### src/tmre_pkg.sv
`default_nettype none
// ----------------------------------------------------------------------------
// tmre_pkg: shared types and constants of the mouse report encoder
// Word formats, the report format codes, the queue entry and the sequencer
// phases, with a few small helpers for the decimal fields.
// ----------------------------------------------------------------------------
package tmre_pkg;

  // configuration port
  localparam int CFG_IDX_W  = 1;
  localparam int CFG_DATA_W = 2;

  typedef enum logic [CFG_IDX_W-1:0] {
    CFG_TRACKING = 1'b0,
    CFG_FORMAT   = 1'b1
  } cfg_idx_t;

  // report format codes, unused code falls back to x10
  typedef enum logic [1:0] {
    FMT_X10   = 2'd0,
    FMT_SGR   = 2'd1,
    FMT_URXVT = 2'd2
  } fmt_t;

  // input word: one mouse event
  typedef struct packed {
    logic [11:0] row;
    logic [11:0] column;
    logic [2:0]  button;
    logic [2:0]  modifier_bits;
    logic        is_press;
    logic        is_motion;
  } in_word_t;

  // output word: one report byte
  typedef struct packed {
    logic [7:0] report_byte;
    logic       last_byte;
  } out_word_t;

  // classified event, as held in the queue
  typedef struct packed {
    fmt_t        fmt;
    logic        press;
    logic [6:0]  code;
    logic [1:0]  code_len;   // digit count minus one
    logic [12:0] col1;       // one-based column
    logic [1:0]  col_len;
    logic [12:0] row1;       // one-based row
    logic [1:0]  row_len;
  } job_t;

  // queue depth, a power of two
  localparam int QDEPTH = 2;
  localparam int QPTR_W = $clog2(QDEPTH);
  localparam int QCNT_W = $clog2(QDEPTH + 1);

  // sequencer phases
  typedef enum logic [3:0] {
    PH_IDLE,
    PH_BRACKET,
    PH_LT,
    PH_X_M,
    PH_X_CODE,
    PH_X_COL,
    PH_X_ROW,
    PH_CODE,
    PH_SEP1,
    PH_COL,
    PH_SEP2,
    PH_ROW,
    PH_FINAL
  } phase_t;

  // report bytes
  localparam logic [7:0] BYTE_ESC   = 8'h1B;
  localparam logic [7:0] BYTE_LBRK  = 8'h5B;
  localparam logic [7:0] BYTE_LT    = 8'h3C;
  localparam logic [7:0] BYTE_SEMI  = 8'h3B;
  localparam logic [7:0] BYTE_UPM   = 8'h4D;
  localparam logic [7:0] BYTE_LOWM  = 8'h6D;
  localparam logic [7:0] BYTE_ZERO  = 8'h30;
  localparam logic [7:0] X10_BIAS   = 8'h20;
  localparam logic [7:0] X10_MAX    = 8'd255;

  // number of decimal digits minus one
  function automatic logic [1:0] dec_len(input logic [12:0] v);
    logic [1:0] n;
    if (v >= 13'd1000) n = 2'd3;
    else if (v >= 13'd100) n = 2'd2;
    else if (v >= 13'd10) n = 2'd1;
    else n = 2'd0;
    return n;
  endfunction

  // weight of a decimal place
  function automatic logic [12:0] dec_place(input logic [1:0] pl);
    logic [12:0] w;
    case (pl)
      2'd0:    w = 13'd1;
      2'd1:    w = 13'd10;
      2'd2:    w = 13'd100;
      default: w = 13'd1000;
    endcase
    return w;
  endfunction

  // x10 coordinate byte from a one-based coordinate, saturated
  function automatic logic [7:0] x10_coord(input logic [12:0] v1);
    logic [13:0] s;
    s = {1'b0, v1} + 14'd32;
    return (s > 14'(X10_MAX)) ? X10_MAX : s[7:0];
  endfunction

endpackage
`default_nettype wire

### src/tmre_front.sv
`default_nettype none
// ----------------------------------------------------------------------------
// tmre_front: event intake and classification
// Holds the configuration registers, forms the button code, clamps and
// biases the coordinates and sizes the decimal fields of each event.
// ----------------------------------------------------------------------------
module tmre_front #(
  parameter int unsigned MAX_COORD = 4095
) (
  input  wire                                clk,
  input  wire                                rst_n,
  input  wire                                in_valid,
  output logic                               in_stall,
  input  tmre_pkg::in_word_t                 in_word,
  input  wire                                cfg_valid,
  output logic                               cfg_ready,
  input  wire  [tmre_pkg::CFG_IDX_W-1:0]     cfg_index,
  input  wire  [tmre_pkg::CFG_DATA_W-1:0]    cfg_wdata,
  output logic                               q_push,
  output tmre_pkg::job_t                     q_data,
  input  wire                                q_full
);
  import tmre_pkg::*;

  logic        track_r, track_nxt;
  logic [1:0]  fmt_r, fmt_nxt;
  fmt_t        fmt;
  logic [11:0] row_c, col_c;
  logic [6:0]  code;
  logic [12:0] code_w;

  // configuration writes, always taken
  assign cfg_ready = 1'b1;

  always_comb begin
    track_nxt = track_r;
    fmt_nxt   = fmt_r;
    if (cfg_valid) begin
      unique case (cfg_idx_t'(cfg_index))
        CFG_TRACKING: track_nxt = cfg_wdata[0];
        CFG_FORMAT:   fmt_nxt   = cfg_wdata;
        default: ;
      endcase
    end
  end

  always_ff @(posedge clk) begin
    if (!rst_n) begin
      track_r <= 1'b0;
      fmt_r   <= 2'd0;
    end else begin
      track_r <= track_nxt;
      fmt_r   <= fmt_nxt;
    end
  end

  // format decode
  always_comb begin
    unique case (fmt_t'(fmt_r))
      FMT_SGR:   fmt = FMT_SGR;
      FMT_URXVT: fmt = FMT_URXVT;
      default:   fmt = FMT_X10;
    endcase
  end

  // coordinate clamp
  assign row_c = ({20'd0, in_word.row} > 32'(MAX_COORD)) ? 12'(MAX_COORD) : in_word.row;
  assign col_c = ({20'd0, in_word.column} > 32'(MAX_COORD)) ? 12'(MAX_COORD) : in_word.column;

  // button code
  always_comb begin
    unique case (in_word.button)
      3'd0, 3'd1, 3'd2: code = {4'd0, in_word.button};
      3'd4:             code = 7'd64;
      3'd5:             code = 7'd65;
      default:          code = 7'd3;
    endcase
    if (in_word.is_motion) code = code + 7'd32;
    if (!in_word.is_press && !in_word.is_motion && fmt == FMT_X10) code = 7'd3;
    code = code + {2'd0, in_word.modifier_bits, 2'd0};
  end

  assign code_w = {6'd0, code};

  // queue entry
  always_comb begin
    q_data.fmt      = fmt;
    q_data.press    = in_word.is_press;
    q_data.code     = code;
    q_data.code_len = dec_len(code_w);
    q_data.col1     = {1'b0, col_c} + 13'd1;
    q_data.col_len  = dec_len({1'b0, col_c} + 13'd1);
    q_data.row1     = {1'b0, row_c} + 13'd1;
    q_data.row_len  = dec_len({1'b0, row_c} + 13'd1);
  end

  // intake, events are dropped while tracking is off
  assign in_stall = q_full;
  assign q_push   = in_valid && !q_full && track_r;

endmodule
`default_nettype wire

### src/tmre_queue.sv
`default_nettype none
// ----------------------------------------------------------------------------
// tmre_queue: short event queue
// Two-entry fifo between intake and the byte sequencer.
// ----------------------------------------------------------------------------
module tmre_queue (
  input  wire             clk,
  input  wire             rst_n,
  input  wire             push,
  input  tmre_pkg::job_t  push_data,
  output logic            full,
  input  wire             pop,
  output tmre_pkg::job_t  head,
  output logic            head_valid
);
  import tmre_pkg::*;

  job_t              mem_r [QDEPTH];
  logic [QPTR_W-1:0] wr_ptr_r, wr_ptr_nxt;
  logic [QPTR_W-1:0] rd_ptr_r, rd_ptr_nxt;
  logic [QCNT_W-1:0] cnt_r, cnt_nxt;
  logic              do_push, do_pop;

  assign full       = (cnt_r == QCNT_W'(QDEPTH));
  assign head_valid = (cnt_r != '0);
  assign head       = mem_r[rd_ptr_r];
  assign do_push    = push && !full;
  assign do_pop     = pop && head_valid;

  // pointers and fill count
  always_comb begin
    wr_ptr_nxt = do_push ? wr_ptr_r + QPTR_W'(1) : wr_ptr_r;
    rd_ptr_nxt = do_pop ? rd_ptr_r + QPTR_W'(1) : rd_ptr_r;
    cnt_nxt    = cnt_r;
    if (do_push && !do_pop) cnt_nxt = cnt_r + QCNT_W'(1);
    else if (do_pop && !do_push) cnt_nxt = cnt_r - QCNT_W'(1);
  end

  always_ff @(posedge clk) begin
    if (!rst_n) begin
      wr_ptr_r <= '0;
      rd_ptr_r <= '0;
      cnt_r    <= '0;
    end else begin
      wr_ptr_r <= wr_ptr_nxt;
      rd_ptr_r <= rd_ptr_nxt;
      cnt_r    <= cnt_nxt;
    end
  end

  // storage
  always_ff @(posedge clk) begin
    if (do_push) mem_r[wr_ptr_r] <= push_data;
  end

endmodule
`default_nettype wire

### src/tmre_back.sv
`default_nettype none
// ----------------------------------------------------------------------------
// tmre_back: report byte sequencer
// Walks the report of the event at the queue head, one byte per cycle while
// not stalled, decimal fields one digit per byte, into the output register.
// ----------------------------------------------------------------------------
module tmre_back (
  input  wire                 clk,
  input  wire                 rst_n,
  input  wire                 q_valid,
  input  tmre_pkg::job_t      q_head,
  output logic                q_pop,
  output logic                out_valid,
  input  wire                 out_stall,
  output tmre_pkg::out_word_t out_word
);
  import tmre_pkg::*;

  phase_t      state_r, state_nxt;
  job_t        cur_r;
  logic [12:0] num_r, num_nxt;
  logic [1:0]  pl_r, pl_nxt;
  logic        out_valid_r, out_valid_nxt;
  out_word_t   out_word_r;
  logic        adv, emit;
  logic [7:0]  byte_sel;
  logic        last_sel;
  logic [12:0] place, sub;
  logic [3:0]  digit;

  // output register free or being drained
  assign adv = !out_valid_r || !out_stall;

  // next phase
  always_comb begin
    state_nxt = state_r;
    if (adv) begin
      unique case (state_r)
        PH_IDLE:    if (q_valid) state_nxt = PH_BRACKET;
        PH_BRACKET: begin
          unique case (cur_r.fmt)
            FMT_SGR:   state_nxt = PH_LT;
            FMT_URXVT: state_nxt = PH_CODE;
            default:   state_nxt = PH_X_M;
          endcase
        end
        PH_LT:      state_nxt = PH_CODE;
        PH_X_M:     state_nxt = PH_X_CODE;
        PH_X_CODE:  state_nxt = PH_X_COL;
        PH_X_COL:   state_nxt = PH_X_ROW;
        PH_X_ROW:   state_nxt = PH_IDLE;
        PH_CODE:    if (pl_r == 2'd0) state_nxt = PH_SEP1;
        PH_SEP1:    state_nxt = PH_COL;
        PH_COL:     if (pl_r == 2'd0) state_nxt = PH_SEP2;
        PH_SEP2:    state_nxt = PH_ROW;
        PH_ROW:     if (pl_r == 2'd0) state_nxt = PH_FINAL;
        PH_FINAL:   state_nxt = PH_IDLE;
        default:    state_nxt = PH_IDLE;
      endcase
    end
  end

  // current decimal digit, by parallel threshold compares
  assign place = dec_place(pl_r);

  always_comb begin
    digit = 4'd0;
    for (int k = 1; k <= 9; k++) begin
      if ({1'b0, num_r} >= 14'(k) * {1'b0, place}) digit = 4'(k);
    end
  end

  assign sub = 13'(digit) * place;

  // byte selection and digit engine
  always_comb begin
    byte_sel = BYTE_ESC;
    last_sel = 1'b0;
    num_nxt  = num_r;
    pl_nxt   = pl_r;
    unique case (state_r)
      PH_IDLE:    byte_sel = BYTE_ESC;
      PH_BRACKET: begin
        byte_sel = BYTE_LBRK;
        num_nxt  = {6'd0, cur_r.code};
        pl_nxt   = cur_r.code_len;
      end
      PH_LT:      byte_sel = BYTE_LT;
      PH_X_M:     byte_sel = BYTE_UPM;
      PH_X_CODE:  byte_sel = {1'b0, cur_r.code} + X10_BIAS;
      PH_X_COL:   byte_sel = x10_coord(cur_r.col1);
      PH_X_ROW: begin
        byte_sel = x10_coord(cur_r.row1);
        last_sel = 1'b1;
      end
      PH_CODE, PH_COL, PH_ROW: begin
        byte_sel = BYTE_ZERO + {4'd0, digit};
        num_nxt  = num_r - sub;
        pl_nxt   = pl_r - 2'd1;
      end
      PH_SEP1: begin
        byte_sel = BYTE_SEMI;
        num_nxt  = cur_r.col1;
        pl_nxt   = cur_r.col_len;
      end
      PH_SEP2: begin
        byte_sel = BYTE_SEMI;
        num_nxt  = cur_r.row1;
        pl_nxt   = cur_r.row_len;
      end
      PH_FINAL: begin
        byte_sel = (cur_r.fmt == FMT_SGR && !cur_r.press) ? BYTE_LOWM : BYTE_UPM;
        last_sel = 1'b1;
      end
      default: ;
    endcase
  end

  // handshake outputs of the sequencer
  assign emit          = adv && (state_r != PH_IDLE || q_valid);
  assign q_pop         = adv && state_r == PH_IDLE && q_valid;
  assign out_valid_nxt = adv ? emit : out_valid_r;

  always_ff @(posedge clk) begin
    if (!rst_n) begin
      state_r     <= PH_IDLE;
      out_valid_r <= 1'b0;
    end else begin
      state_r     <= state_nxt;
      out_valid_r <= out_valid_nxt;
    end
  end

  // payload registers
  always_ff @(posedge clk) begin
    if (q_pop) cur_r <= q_head;
    if (adv) begin
      num_r <= num_nxt;
      pl_r  <= pl_nxt;
    end
    if (emit) begin
      out_word_r.report_byte <= byte_sel;
      out_word_r.last_byte   <= last_sel;
    end
  end

  assign out_valid = out_valid_r;
  assign out_word  = out_word_r;

`ifndef SYNTH
  a_pop_has_head: assert property (@(posedge clk) disable iff (!rst_n)
    q_pop |-> q_valid)
    else $error("queue popped while empty");

  a_last_to_idle: assert property (@(posedge clk) disable iff (!rst_n)
    (emit && last_sel) |=> (state_r == PH_IDLE))
    else $error("sequencer did not return to idle after final byte");

  a_digit_holds: assert property (@(posedge clk) disable iff (!rst_n)
    (adv && pl_r != 2'd0 && (state_r == PH_CODE || state_r == PH_COL || state_r == PH_ROW))
      |=> (state_r == $past(state_r)))
    else $error("decimal field ended early");

  a_emit_valid: assert property (@(posedge clk) disable iff (!rst_n)
    emit |=> out_valid_r)
    else $error("emitted byte lost");
`endif

endmodule
`default_nettype wire

### src/terminal_mouse_report_encoder.sv
`default_nettype none
// ----------------------------------------------------------------------------
// terminal_mouse_report_encoder: mouse event to terminal report bytes
// Top level: intake and classification, a two-entry event queue and the
// byte sequencer that writes the escape sequence.
// ----------------------------------------------------------------------------
// Each accepted mouse event yields its report as a run of bytes, one word per
// cycle on the output while out_stall is low, with last_byte set on the final
// one: 6 bytes in x10 format, 8 to 16 in urxvt and 9 to 17 in sgr. When the
// next event is queued, its first byte follows the final byte of the previous
// one with no gap. Events are taken while the two-entry queue in front of the
// sequencer has room, and events seen while tracking is off are dropped
// without output. Configuration writes are always ready; write them only
// while no report is pending. No clearing pass follows reset.
module terminal_mouse_report_encoder #(
  parameter int unsigned MAX_COORD = 4095
) (
  input  wire                                clk,
  input  wire                                rst_n,
  input  wire                                in_valid,
  output logic                               in_stall,
  input  tmre_pkg::in_word_t                 in_word,
  output logic                               out_valid,
  input  wire                                out_stall,
  output tmre_pkg::out_word_t                out_word,
  input  wire                                cfg_valid,
  output logic                               cfg_ready,
  input  wire  [tmre_pkg::CFG_IDX_W-1:0]     cfg_index,
  input  wire  [tmre_pkg::CFG_DATA_W-1:0]    cfg_wdata
);
  import tmre_pkg::*;

  logic q_push, q_full, q_pop, q_valid;
  job_t q_data, q_head;

  // intake and classification
  tmre_front #(
    .MAX_COORD (MAX_COORD)
  ) u_front (
    .clk       (clk),
    .rst_n     (rst_n),
    .in_valid  (in_valid),
    .in_stall  (in_stall),
    .in_word   (in_word),
    .cfg_valid (cfg_valid),
    .cfg_ready (cfg_ready),
    .cfg_index (cfg_index),
    .cfg_wdata (cfg_wdata),
    .q_push    (q_push),
    .q_data    (q_data),
    .q_full    (q_full)
  );

  // event queue
  tmre_queue u_queue (
    .clk        (clk),
    .rst_n      (rst_n),
    .push       (q_push),
    .push_data  (q_data),
    .full       (q_full),
    .pop        (q_pop),
    .head       (q_head),
    .head_valid (q_valid)
  );

  // byte sequencer
  tmre_back u_back (
    .clk       (clk),
    .rst_n     (rst_n),
    .q_valid   (q_valid),
    .q_head    (q_head),
    .q_pop     (q_pop),
    .out_valid (out_valid),
    .out_stall (out_stall),
    .out_word  (out_word)
  );

endmodule
`default_nettype wire

### config.mk
export PLATFORM = sky130hd
export DESIGN_NAME = terminal_mouse_report_encoder
export DESIGN_NICKNAME = d
export VERILOG_FILES = /design/src/tmre_pkg.sv /design/src/tmre_front.sv /design/src/tmre_queue.sv /design/src/tmre_back.sv /design/src/terminal_mouse_report_encoder.sv
export SDC_FILE = /design/constraint.sdc
export NUM_CORES = 1
export LEC_CHECK = 0
export ABC_AREA = 1
export BUFFER_PORTS_ARGS = -buffer_cell sky130_fd_sc_hd__buf_4
export CORE_ASPECT_RATIO = 2
export CORE_MARGIN = 8
export CORE_UTILIZATION = 45
export CTS_CLUSTER_DIAMETER = 30
export DETAILED_ROUTE_END_ITERATION = 8
export GPL_ROUTABILITY_DRIVEN = 0
export HOLD_SLACK_MARGIN = 0.06
export PLACE_DENSITY = 0.61
export SLEW_MARGIN = 30
export SYNTH_ARGS = -nofsm -noshare
export SYNTH_HDL_FRONTEND = slang
export SYNTH_HIERARCHICAL = 1
export SYNTH_SLANG_ARGS = --single-unit
### constraint.sdc
create_clock -name clk -period 7.82 [get_ports clk]
set_input_delay 1.564 -clock clk [delete_from_list [all_inputs] [get_ports clk]]
set_output_delay 1.564 -clock clk [all_outputs]
set_load 0.01 [all_outputs]
* Word-level counts from Yosys, hierarchy flattened
Memory sizes are Yosys's and may differ from the RTL's. A register that Yosys moved wholly into a read port is not among the register bits. Index checks and enable logic that the tools add are counted.
Operators by class: add/subtract/negate cells 14, multiply operators 6, magnitude comparators 20, equal/unequal tests 27, muxes and demuxes 40, bitwise logic cells 1, reductions and logical operators 38
Operator list (count):
- $pmux 8 s9 | 1
- $ge 13x14->1 | 5
- $pmux 13 s4 | 1
- $pmux 4 s11 | 1
- $pmux 10 s3 | 1
- $add 13x6->14 const B | 2
- $gt 14x8->1 const B | 2
- $add 12x1->13 const B | 2
- $ge 13x10->1 const B | 2
- $ge 13x4->1 const B | 2
- $ge 13x7->1 const B | 2
- $mul 3x10->13 const A | 2
- $mul 2x10->12 const A | 2
- $mux 4 | 6
- $pmux 7 s3 | 1
- $eq 4x4->1 const B | 5
- $mux 2 | 10
- $eq 4x3->1 const B | 4
- $mux 8 | 2
- $mul 4x10->14 const A | 1
- $mux 7 | 2
- $ge 13x10->1 | 1
- $ge 13x11->1 | 1
- $ge 13x12->1 | 1
- other kinds (40) | 87
Word-level totals: register bits after elaboration 36, RAM bits 84, bits of input ports 40, output and inout bits 12, word-level logic and storage cells 158, memories kept 1
Memory list:
- u_queue.mem_r | depth 2, width 42, rd ports 1, clocked after memory_dff 1, wr ports 1, line tmre_queue.sv:18 | job_t mem_r [QDEPTH];

* Logic depth before layout (Yosys ltp)
Gate-level depths: netlist of run 1.
depth after elaboration 15, mapped depth 41, gate-level depth less buffers 41

* Hierarchy
Netlist of run 1, hierarchy kept.
By module, submodules not included:
- tmre_back | instances 1, cells an instance 831, area each 6752.7 µm²
- tmre_queue | instances 1, cells an instance 168, area each 3482.1 µm²
- tmre_front | instances 1, cells an instance 234, area each 1197.4 µm²

* Worst setup path before layout of run 1
Ideal clock, no wire load.
path kind register to register, start point reg u_back.pl_r[0], end point reg u_back.num_r[12] (data pin), setup time 0.271 ns, arrival time 5.974 ns, required time 7.549 ns, setup slack 1.574 ns, stages on the path, launching flop included 29, cells stage by stage edfxtp_1 inv_1 ha_1 xnor2_1 o21ai_0 fa_1 inv_1 ha_1 a21oi_1 o221ai_1 nand4_1 nand2_1 a41oi_1 nand3_1 nand2_2 inv_1 nand2_1 fa_1 fa_1 inv_1 fa_1 inv_1 ha_1 inv_1 nor4_1 inv_1 o2111ai_1 xnor2_1 o211ai_1
On the way: word-level cells in the longest chain between the ends 15, elaborated cells on any way between the ends 30, those cells by class 1 x add/sub; 6 x mul; 9 x order compare; 2 x eq/ne; 11 x mux; 1 x reduce/logical
Ends and longest elaborated chain:
- from (decl) | line tmre_back.sv:22 | logic [1:0] pl_r, pl_nxt;
- from (signal assigned) | line tmre_back.sv:139 | pl_r <= pl_nxt;
- $eq 2x2->1 (tied with other cells) | line tmre_pkg.sv:99 | case (pl)
- $pmux 10 s3 * | line tmre_pkg.sv:99
- branches (longest 10 deep; another with $ge 13x14->1)
- $mul 4x10->13 * | line tmre_back.sv:73 | assign sub = 13'(digit) * place;
- $sub 13x13->13 * | line tmre_back.sv:98 | num_nxt = num_r - sub;
- $pmux 13 s4 * | line tmre_back.sv:81 | unique case (state_r)
- via u_back.num_nxt[12] | line tmre_back.sv:21 | logic [12:0] num_r, num_nxt;
- to (signal assigned) | line tmre_back.sv:138 | num_r <= num_nxt;
- to (decl) | line tmre_back.sv:21
Mark *: on every way through the listed nets, which the timed path passes. A chain may end at the register's enable or synchronous reset.

* Final worst setup path of run 1
start point reg u_back.pl_r[0], end point reg u_back.num_r[10] (data pin)
Same word-level chain as after synthesis.

==> results of run 1 <==
[flip-flops by register name, indices dropped and copies added, names as in the netlist, named ones only]
name	count
u_back/num_r	13
u_back/state_r	4
u_queue/mem_r	84
u_front/fmt_r	2
u_back/pl_r	2
u_back/out_valid	1
u_front/track_r	1
u_queue/wr_ptr_r	1
u_queue/cnt_r	2
u_back/out_word	9
u_queue/rd_ptr_r	1
u_back/cur_r	42
[routing by layer]
layer,wire length [um],track usage
met1,9610,0.173
met2,17200,0.391
met3,826,0.0287
met4,2460,0.171
met5,0,0
[worst min-delay path, cell delays in order, from the launching register on]
cell and delay (ns):
dfxtp_1 0.31, inv_1 0.07, a21oi_1 0.06
[worst max path at each step]
stage / from / end / slack, ns / cells after the start
CTS: u_back/pl_r[0] / u_back/num_r[10] / 0.55 / 34
global route: u_back/pl_r[0] / u_back/num_r[10] / 0.00009 / 34
detailed placement: u_back/pl_r[0] / u_back/num_r[10] / 0.58 / 34
finish: u_back/pl_r[0] / u_back/num_r[10] / 0.55 / 34
global placement: u_back/pl_r[0] / u_back/num_r[10] / 0.76 / 34
floorplan: u_back/pl_r[0] / u_back/num_r[12] / 1.57 / 28
[kinds of logic (layout without fill, tap and decap cells)]
group | Yosys count | after routing | synth area share
AND/OR/NAND/NOR | 507 | 507 | 0.202
buffers and inverters | 218 | 294 | 0.0798
flip-flops | 163 | 163 | 0.417
AO/OA/AOI/OAI | 160 | 160 | 0.0820
adder cells (fa/ha/maj) | 124 | 124 | 0.151
multiplexers | 42 | 42 | 0.0545
XOR/XNOR | 17 | 17 | 0.0130
other | 2 | 2 | 0.000657
[metrics by stage]
| stage | hold slack (ns) | utilization |
|---|---|---|
| after detailed placement | 0.483 | 0.486 |
| after global placement | 0.468 | 0.486 |
| after CTS | 0.492 | 0.512 |
| after floorplan | 0.451 | - |
| after global routing | 0.518 | 0.512 |
| final | 0.483 | 0.512 |
[cell type report]
| type | count | area [um^2] | area share |
|---|---|---|---|
| Clock buffer | 17 | 425 | 0.0332 |
| Inverter | 205 | 771 | 0.0602 |
| Sequential cell | 163 | 4770 | 0.372 |
| Timing Repair Buffer | 57 | 428 | 0.0334 |
| Clock inverter | 15 | 219 | 0.0171 |
| Multi-Input combinational cell | 852 | 5780 | 0.451 |
| Tap cell | 336 | 420 | 0.0328 |
[synthesized netlist by cell type (4+ instances only)]
master | count | area (um^2)
nand3_1 | 60 | 300
nor4_1 | 11 | 68.8
nor3_1 | 17 | 85.1
nand2_2 | 19 | 119
o211ai_1 | 5 | 37.5
edfxtp_1 | 150 | 4500
or2_2 | 10 | 62.6
o21ai_0 | 56 | 280
buf_12 | 4 | 80.1
xor2_1 | 10 | 87.6
nand4_1 | 27 | 169
nor2_2 | 5 | 31.3
a21oi_1 | 59 | 295
dfxtp_1 | 13 | 260
mux2_4 | 40 | 601
ha_1 | 100 | 1250
nand2_1 | 238 | 893
nand3_2 | 7 | 70.1
o21bai_1 | 5 | 37.5
inv_2 | 9 | 33.8
o2111ai_1 | 7 | 61.3
nor2_1 | 99 | 372
fa_1 | 24 | 480
nor2_4 | 6 | 67.6
inv_1 | 194 | 728
o21ai_1 | 4 | 20.0
xnor2_1 | 7 | 61.3
==> results.tsv, run 1 <==
metric	value	unit
outcome	completed	
ys.flop_type	edfxtp_1	
yosysSeqAreaShare	0.417	
nNetsFinal	1460	
worstPathMaxFanout	10	
hold_buffers	0	
drt_wl_total	30100	um
hold_path_end	u_front/fmt_r[1]	
core-area	25000	um^2
r2r-end	u_back/num_r[10]	
syn_nets	1397	
clockBufferDepth	2	
worst_skew_pair.late_latency	0.43	ns
numCtsBuffers	17	
drc_errors	0	
avgSynthCellArea	9.27	um^2
hold_depth	2	
slew_headroom	0.455	
syn-instance-count	1233	
grt_remaining_overflow	0	
io_pins	52	
grt_pass1_wl	46800	um
rsz0062_at_grt	no	
reg2reg_depth	34	
postLayoutCellArea	12800	um^2
cp_slowest_cell	ha_1	
cts_setup_buffers	0	
post-route-min-period	7.27	ns
max_freq	138	MHz
path_class	reg2reg	
clk_pin_slew_worst_paths	0.07	ns
drt-pass1-iter-count	5	
hold_viol_final	0	
antenna_found_initial	0	
vias_per_cell	5.31	
final_cells	1645	
start_util	0.457	
cp_top_family	adder cells	
r2r_slack	0.55	ns
cpPeakStageDelay	0.52	ns
synth-async-reset-ratio	0	
post_dp_cell_area	12200	um^2
tightestPinTransition	0.815	ns
min_path_type	reg2reg	
r2r-start	u_back/pl_r[0]	
drt_iter0_markers	557	
dieArea	31100	um^2
fillCellCount	2422	
vias	8738	
post-route-period-util	0.929	
cts_tree	built	
synth_edf_count	150	
setup_violations	0	
fin_tns_setup	0	ns
synthToLayoutAreaGrowth	12.0	%
grt_max_degree	44	
die_h	241	um
n_antenna_cell	0	
required	7.99	ns
cts_resized	0	
crit_path_end_kind	flop	
layout_common_cells	nand2_1 (238), inv_1 (194), edfxtp_1 (150)	
routedWlPerCell	18.3	um
place_inst	1613	
dp_slack	0.576	ns
cp-start-kind	flop	
synth_area	11400	um^2
synth_cell_types	54	
drt.antenna.violating_nets	0	
hpwlAfterDp	24300	um
synth-warning-count	6	
grt_pass1_vias	8964	
row_count	82	
clock_skew	0.0133	ns
worst_ep_arrival_time	7.44	ns
layout-drive-gt1-share	0.153	
worst-path-buf-inv	7	
port_buffers	50	
slew_viol_final	0	
cts.sinks	163	
fin_ws	0.554	ns
die_x	129	um
cts.htree.levels	4	
holdCritStartpoint	u_front/fmt_r[1]	
gr-usage-all-layers	0.201	
drv_cap	0	
final_common_cell	nand2_1	
synth_seq_cells	163	
cts_root_buf	clkbuf_16	
Power of run 1 is not shown: default switching activity piles up to over one toggle a cycle in this logic, so the estimate is an artifact.
==> run 2, diff against run 1 <==
Settings changed: CORE_MARGIN 8 to unset, MAX_ROUTING_LAYER set to met4.
==> results.tsv, run 2 (synthesized netlist as in run 1, its figures left out) <==
metric	value	unit
cp-start-kind	flop	
drt.antenna.violating_nets	0	
clockBufferDepth	2	
path_class	reg2reg	
routedWlPerCell	18.2	um
drc_errors	0	
hpwlAfterDp	23900	um
grt_pass1_wl	46200	um
postLayoutCellArea	12700	um^2
drt_iter0_markers	463	
clock_skew	0.0106	ns
gr-usage-all-layers	0.251	
cts_setup_buffers	0	
place_inst	1613	
cts.htree.levels	4	
cts.sinks	163	
top_register	u_queue/mem_r	
row_count	82	
drv_cap	0	
antenna_found_initial	0	
top_regs	u_queue/mem_r x84, u_back/cur_r x42, u_back/num_r x13	
worst_ep_arrival_time	7.38	ns
final_cells	1645	
fillCellCount	2416	
post-route-min-period	7.21	ns
multi_input_area	5780	um^2
n_antenna_cell	0	
r2r-start	u_back/pl_r[0]	
cpPeakStageDelay	0.52	ns
hold_viol_final	0	
startpoint	u_back/pl_r[0]	
holdCritStartpoint	u_front/fmt_r[1]	
crit_path_end_kind	flop	
vias	8772	
cts_resized	0	
core-area	25000	um^2
die_x	115	um
final_common_cell	nand2_1	
grt_pass1_vias	8757	
start_util	0.457	
whs	0.480	ns
slew_viol_final	0	
fin_tns_setup	0	ns
rsz0062_at_grt	no	
hold_buffers	0	
largest_reg_flops	84	
numCtsBuffers	17	
register_area	4770	um^2
vias_per_cell	5.33	
clk_pin_slew_worst_paths	0.06	ns
io_pins	52	
drt_wl_total	29900	um
cts_tree	built	
post_dp_cell_area	12200	um^2
port_buffers	50	
drt-pass1-iter-count	5	
post-route-period-util	0.922	
max_freq	139	MHz
dieArea	26100	um^2
layout-drive-gt1-share	0.151	
outcome	completed	
cts_root_buf	clkbuf_16	
cp_slowest_cell	edfxtp_1	
die_h	227	um
grt_remaining_overflow	0	
nNetsFinal	1460	
worst_skew_pair.late_latency	0.43	ns
min_path_type	reg2reg	
setup_violations	0	
grt_max_degree	44	
worstPathMaxFanout	10	
slew_headroom	0.424	
crit_top_cell	inv_1	
tightestPinTransition	0.861	ns
required	7.99	ns
layout_common_cells	nand2_1 (238), inv_1 (194), edfxtp_1 (150)	
synthToLayoutAreaGrowth	11.3	%
## run 2: cell types whose count changed in the layout (fill, tap and decap cells not counted)
cell | before | now
inv_6 | 5 | 2
inv_8 | 3 | 0
clkinvlp_4 | 0 | 2
clkbuf_1 | 0 | 2
clkinv_2 | 1 | 5
bufinv_16 | 4 | 2
## run 2: final cells by class
class                      count  area share
multi-input combinational    852       0.454
sequential                   163       0.374
inverter                     205      0.0605
clock buffer                  19      0.0340
timing repair buffer          57      0.0336
tap                          336      0.0330
clock inverter                13      0.0105
## run 2: metal layers
layer | part of all wire | global-route usage
met1 | 0.31 | 0.207
met2 | 0.57 | 0.474
met3 | 0.034 | 0.0426
met4 | 0.088 | 0.210
met5 | 0 | -
## run 2: worst paths after layout
kind | cells after the start | endpoint | slack (ns)
worst min register to register | 2 | u_front/fmt_r[1] | 0.48
worst max-delay path | 34 | u_back/num_r[10] | 0.61
worst max register to register | 34 | u_back/num_r[10] | 0.61
worst min-delay path | 2 | u_front/fmt_r[1] | 0.48
## run 2: metrics by stage
step | utilization | setup WS [ns]
final | 0.508 | 0.612
after global routing | 0.508 | 0.139
after CTS | 0.508 | 0.652
after detailed placement | 0.486 | 0.665
after global placement | 0.486 | 0.799
after floorplan | - | 1.57
## run 2: worst max-delay path, delay by kind of cell, from the launching register on
kind,cells,cell delay (ns)
AND/OR/NAND/NOR,11,1.12
flip-flops,1,0.52
AO/OA/AOI/OAI,7,1.50
buffers and inverters,8,0.63
adder cells (fa/ha/maj),7,2.90
XOR/XNOR,1,0.27
Power of run 2 is left out for the same reason.
==> run 3, diff against run 2 <==
Settings changed: ABC_AREA 1 to unset, CORE_UTILIZATION 45 to 63, PLACE_DENSITY 0.61 to 0.81, SKIP_LAST_GASP set to 1.
==> results.tsv, run 3 <==
metric	value	unit
cts.htree.levels	4	
clock_skew	0.00887	ns
die_h	190	um
start_util	0.645	
whs	0.487	ns
synth_edf_count	150	
worst_ep_arrival_time	7.49	ns
yosysSeqAreaShare	0.428	
hold_viol_final	0	
rsz0062_at_grt	no	
synth-async-reset-ratio	0	
outcome	completed	
grt_max_degree	44	
cts.sinks	163	
multi_input_area	5930	um^2
n_antenna_cell	0	
drt.antenna.violating_nets	0	
worstPathMaxFanout	8	
numCtsBuffers	17	
fillCellCount	1237	
cts_resized	0	
clockBufferDepth	2	
post-route-period-util	0.937	
drt_wl_total	28100	um
pwr_density_cell	406	nW/um^2
hpwlAfterDp	20700	um
largest_reg_flops	84	
r2r-start	u_back/pl_r[1]	
drt-pass1-iter-count	8	
yosys.area.top_type	edfxtp_1	
yosysTopAreaCellShare	0.405	
dieArea	18200	um^2
vias_per_cell	6.51	
vdd_drop_max	0.000247	V
slew_viol_final	0	
synth-warning-count	6	
top_regs	u_queue/mem_r x84, u_back/cur_r x42, u_back/num_r x13	
hold_buffers	0	
die_x	96	um
synth_seq_cells	163	
vias	8335	
p_leak	4.74	nW
min_path_type	reg2reg	
gr-usage-all-layers	0.346	
cts_root_buf	clkbuf_16	
io_pins	52	
layout-drive-gt1-share	0.161	
row_count	68	
routedWlPerCell	22.0	um
ys.flop_type	edfxtp_1	
synth_cell_types	95	
grt_pass1_vias	8599	
cts_tree	built	
drc_errors	0	
tightestPinTransition	1.01	ns
startpoint	u_back/pl_r[1]	
register_area	4770	um^2
top_register	u_queue/mem_r	
yosysMostFrequentCell	edfxtp_1	
slew_headroom	0.323	
worst_skew_pair.late_latency	0.42	ns
synth_area	11100	um^2
setup_violations	0	
grt_remaining_overflow	0	
syn-instance-count	1016	
clk_pin_slew_worst_paths	0.06	ns
port_buffers	50	
netlist_top_cells_count	edfxtp_1 (150), ha_1 (100), inv_1 (76)	
post-route-min-period	7.33	ns
cts_setup_buffers	0	
nNetsFinal	1221	
required	7.97	ns
grt_pass1_wl	44500	um
drv_cap	0	
avgSynthCellArea	11.0	um^2
holdCritStartpoint	u_front/fmt_r[1]	
syn_nets	1180	
yosys-top-cells-area	edfxtp_1 (40%), ha_1 (11%), fa_1 (4.3%), mux2_2 (4.2%), inv_1 (2.6%)	
fin_tns_setup	0	ns
layout_common_cells	edfxtp_1 (150), ha_1 (100), inv_1 (76)	
max_freq	136	MHz
crit_path_end_kind	flop	
core-area	17300	um^2
cp-start-kind	flop	
drt_iter0_markers	838	
synthToLayoutAreaGrowth	10.3	%
final_common_cell	edfxtp_1	
antenna_found_initial	0	
path_class	reg2reg	
==> run 3: worst paths after layout <==
path / to / slack [ns] / cells past startpoint
worst min register to register: u_front/fmt_r[1] / 0.49 / 2
worst max-delay path: u_back/num_r[12] / 0.49 / 24
worst min-delay path: u_front/fmt_r[1] / 0.49 / 2
worst max register to register: u_back/num_r[12] / 0.49 / 24
==> run 3: report_power, final <==
part	switching (mW)	internal (mW)	leakage, nW
combinational	1.77	1.21	2.97
sequential	0.130	1.06	1.49
clock	0.342	0.478	0.283
total	2.24	2.74	4.74
==> run 3: worst max-delay path: stages, from the launching register on <==
cell	delay (ns)
edfxtp_1	0.46
inv_1	0.17
ha_1	0.39
inv_1	0.25
ha_1	0.35
nor4bb_1	0.15
o31ai_1	0.85
a211oi_1	0.19
nor2_1	0.16
nor3b_1	0.26
o31ai_1	0.15
a31oi_1	0.42
nand2_1	0.30
fa_1	0.57
fa_1	0.52
inv_1	0.06
fa_1	0.52
inv_1	0.05
ha_1	0.40
nand3_1	0.10
a211oi_1	0.28
nor2_1	0.09
a21oi_1	0.16
xnor2_1	0.13
o21ai_1	0.07
==> run 3: cell type report <==
type / count / share of cell area
repair buffers: 59 / 0.0359
multi-input cells: 737 / 0.483
well taps: 210 / 0.0214
flip-flops and latches: 163 / 0.388
clock inverters: 13 / 0.0123
inverters: 79 / 0.0241
clock buffers: 19 / 0.0352
==> run 3: cells by family after synthesis <==
| family | synth area share |
|---|---|
| other cells | 0.000675 |
| simple gates | 0.130 |
| mux | 0.0475 |
| flops | 0.428 |
| compound gates | 0.155 |
| xor+xnor | 0.0384 |
| buf+inv | 0.0426 |
| fa+ha+maj | 0.157 |
==> run 3: metrics by stage <==
step / power (mW) / instances / setup WS (ns) / instance area [um^2] / util
finish: 4.98 / 1280 / 0.489 / 12300 / 0.711
global route: 5.38 / 1280 / 0.0321 / 12300 / 0.711
CTS: 4.90 / 1279 / 0.631 / 12300 / 0.710
detailed placement: 4.06 / 1247 / 0.653 / 11700 / 0.676
global placement: 3.98 / 1247 / 0.877 / 11700 / 0.676
floorplan: 3.32 / 1016 / 1.20 / 11100 / -
==> run 3: layer usage <==
layer	vias to the layer above	GRT usage	routed length, um
li1	3847	-	-
met1	3997	0.310	8990
met2	327	0.592	15200
met3	164	0.100	1610
met4	0	0.257	2360
met5	-	-	0
No activity file was read; power rests on OpenSTA's default activity.
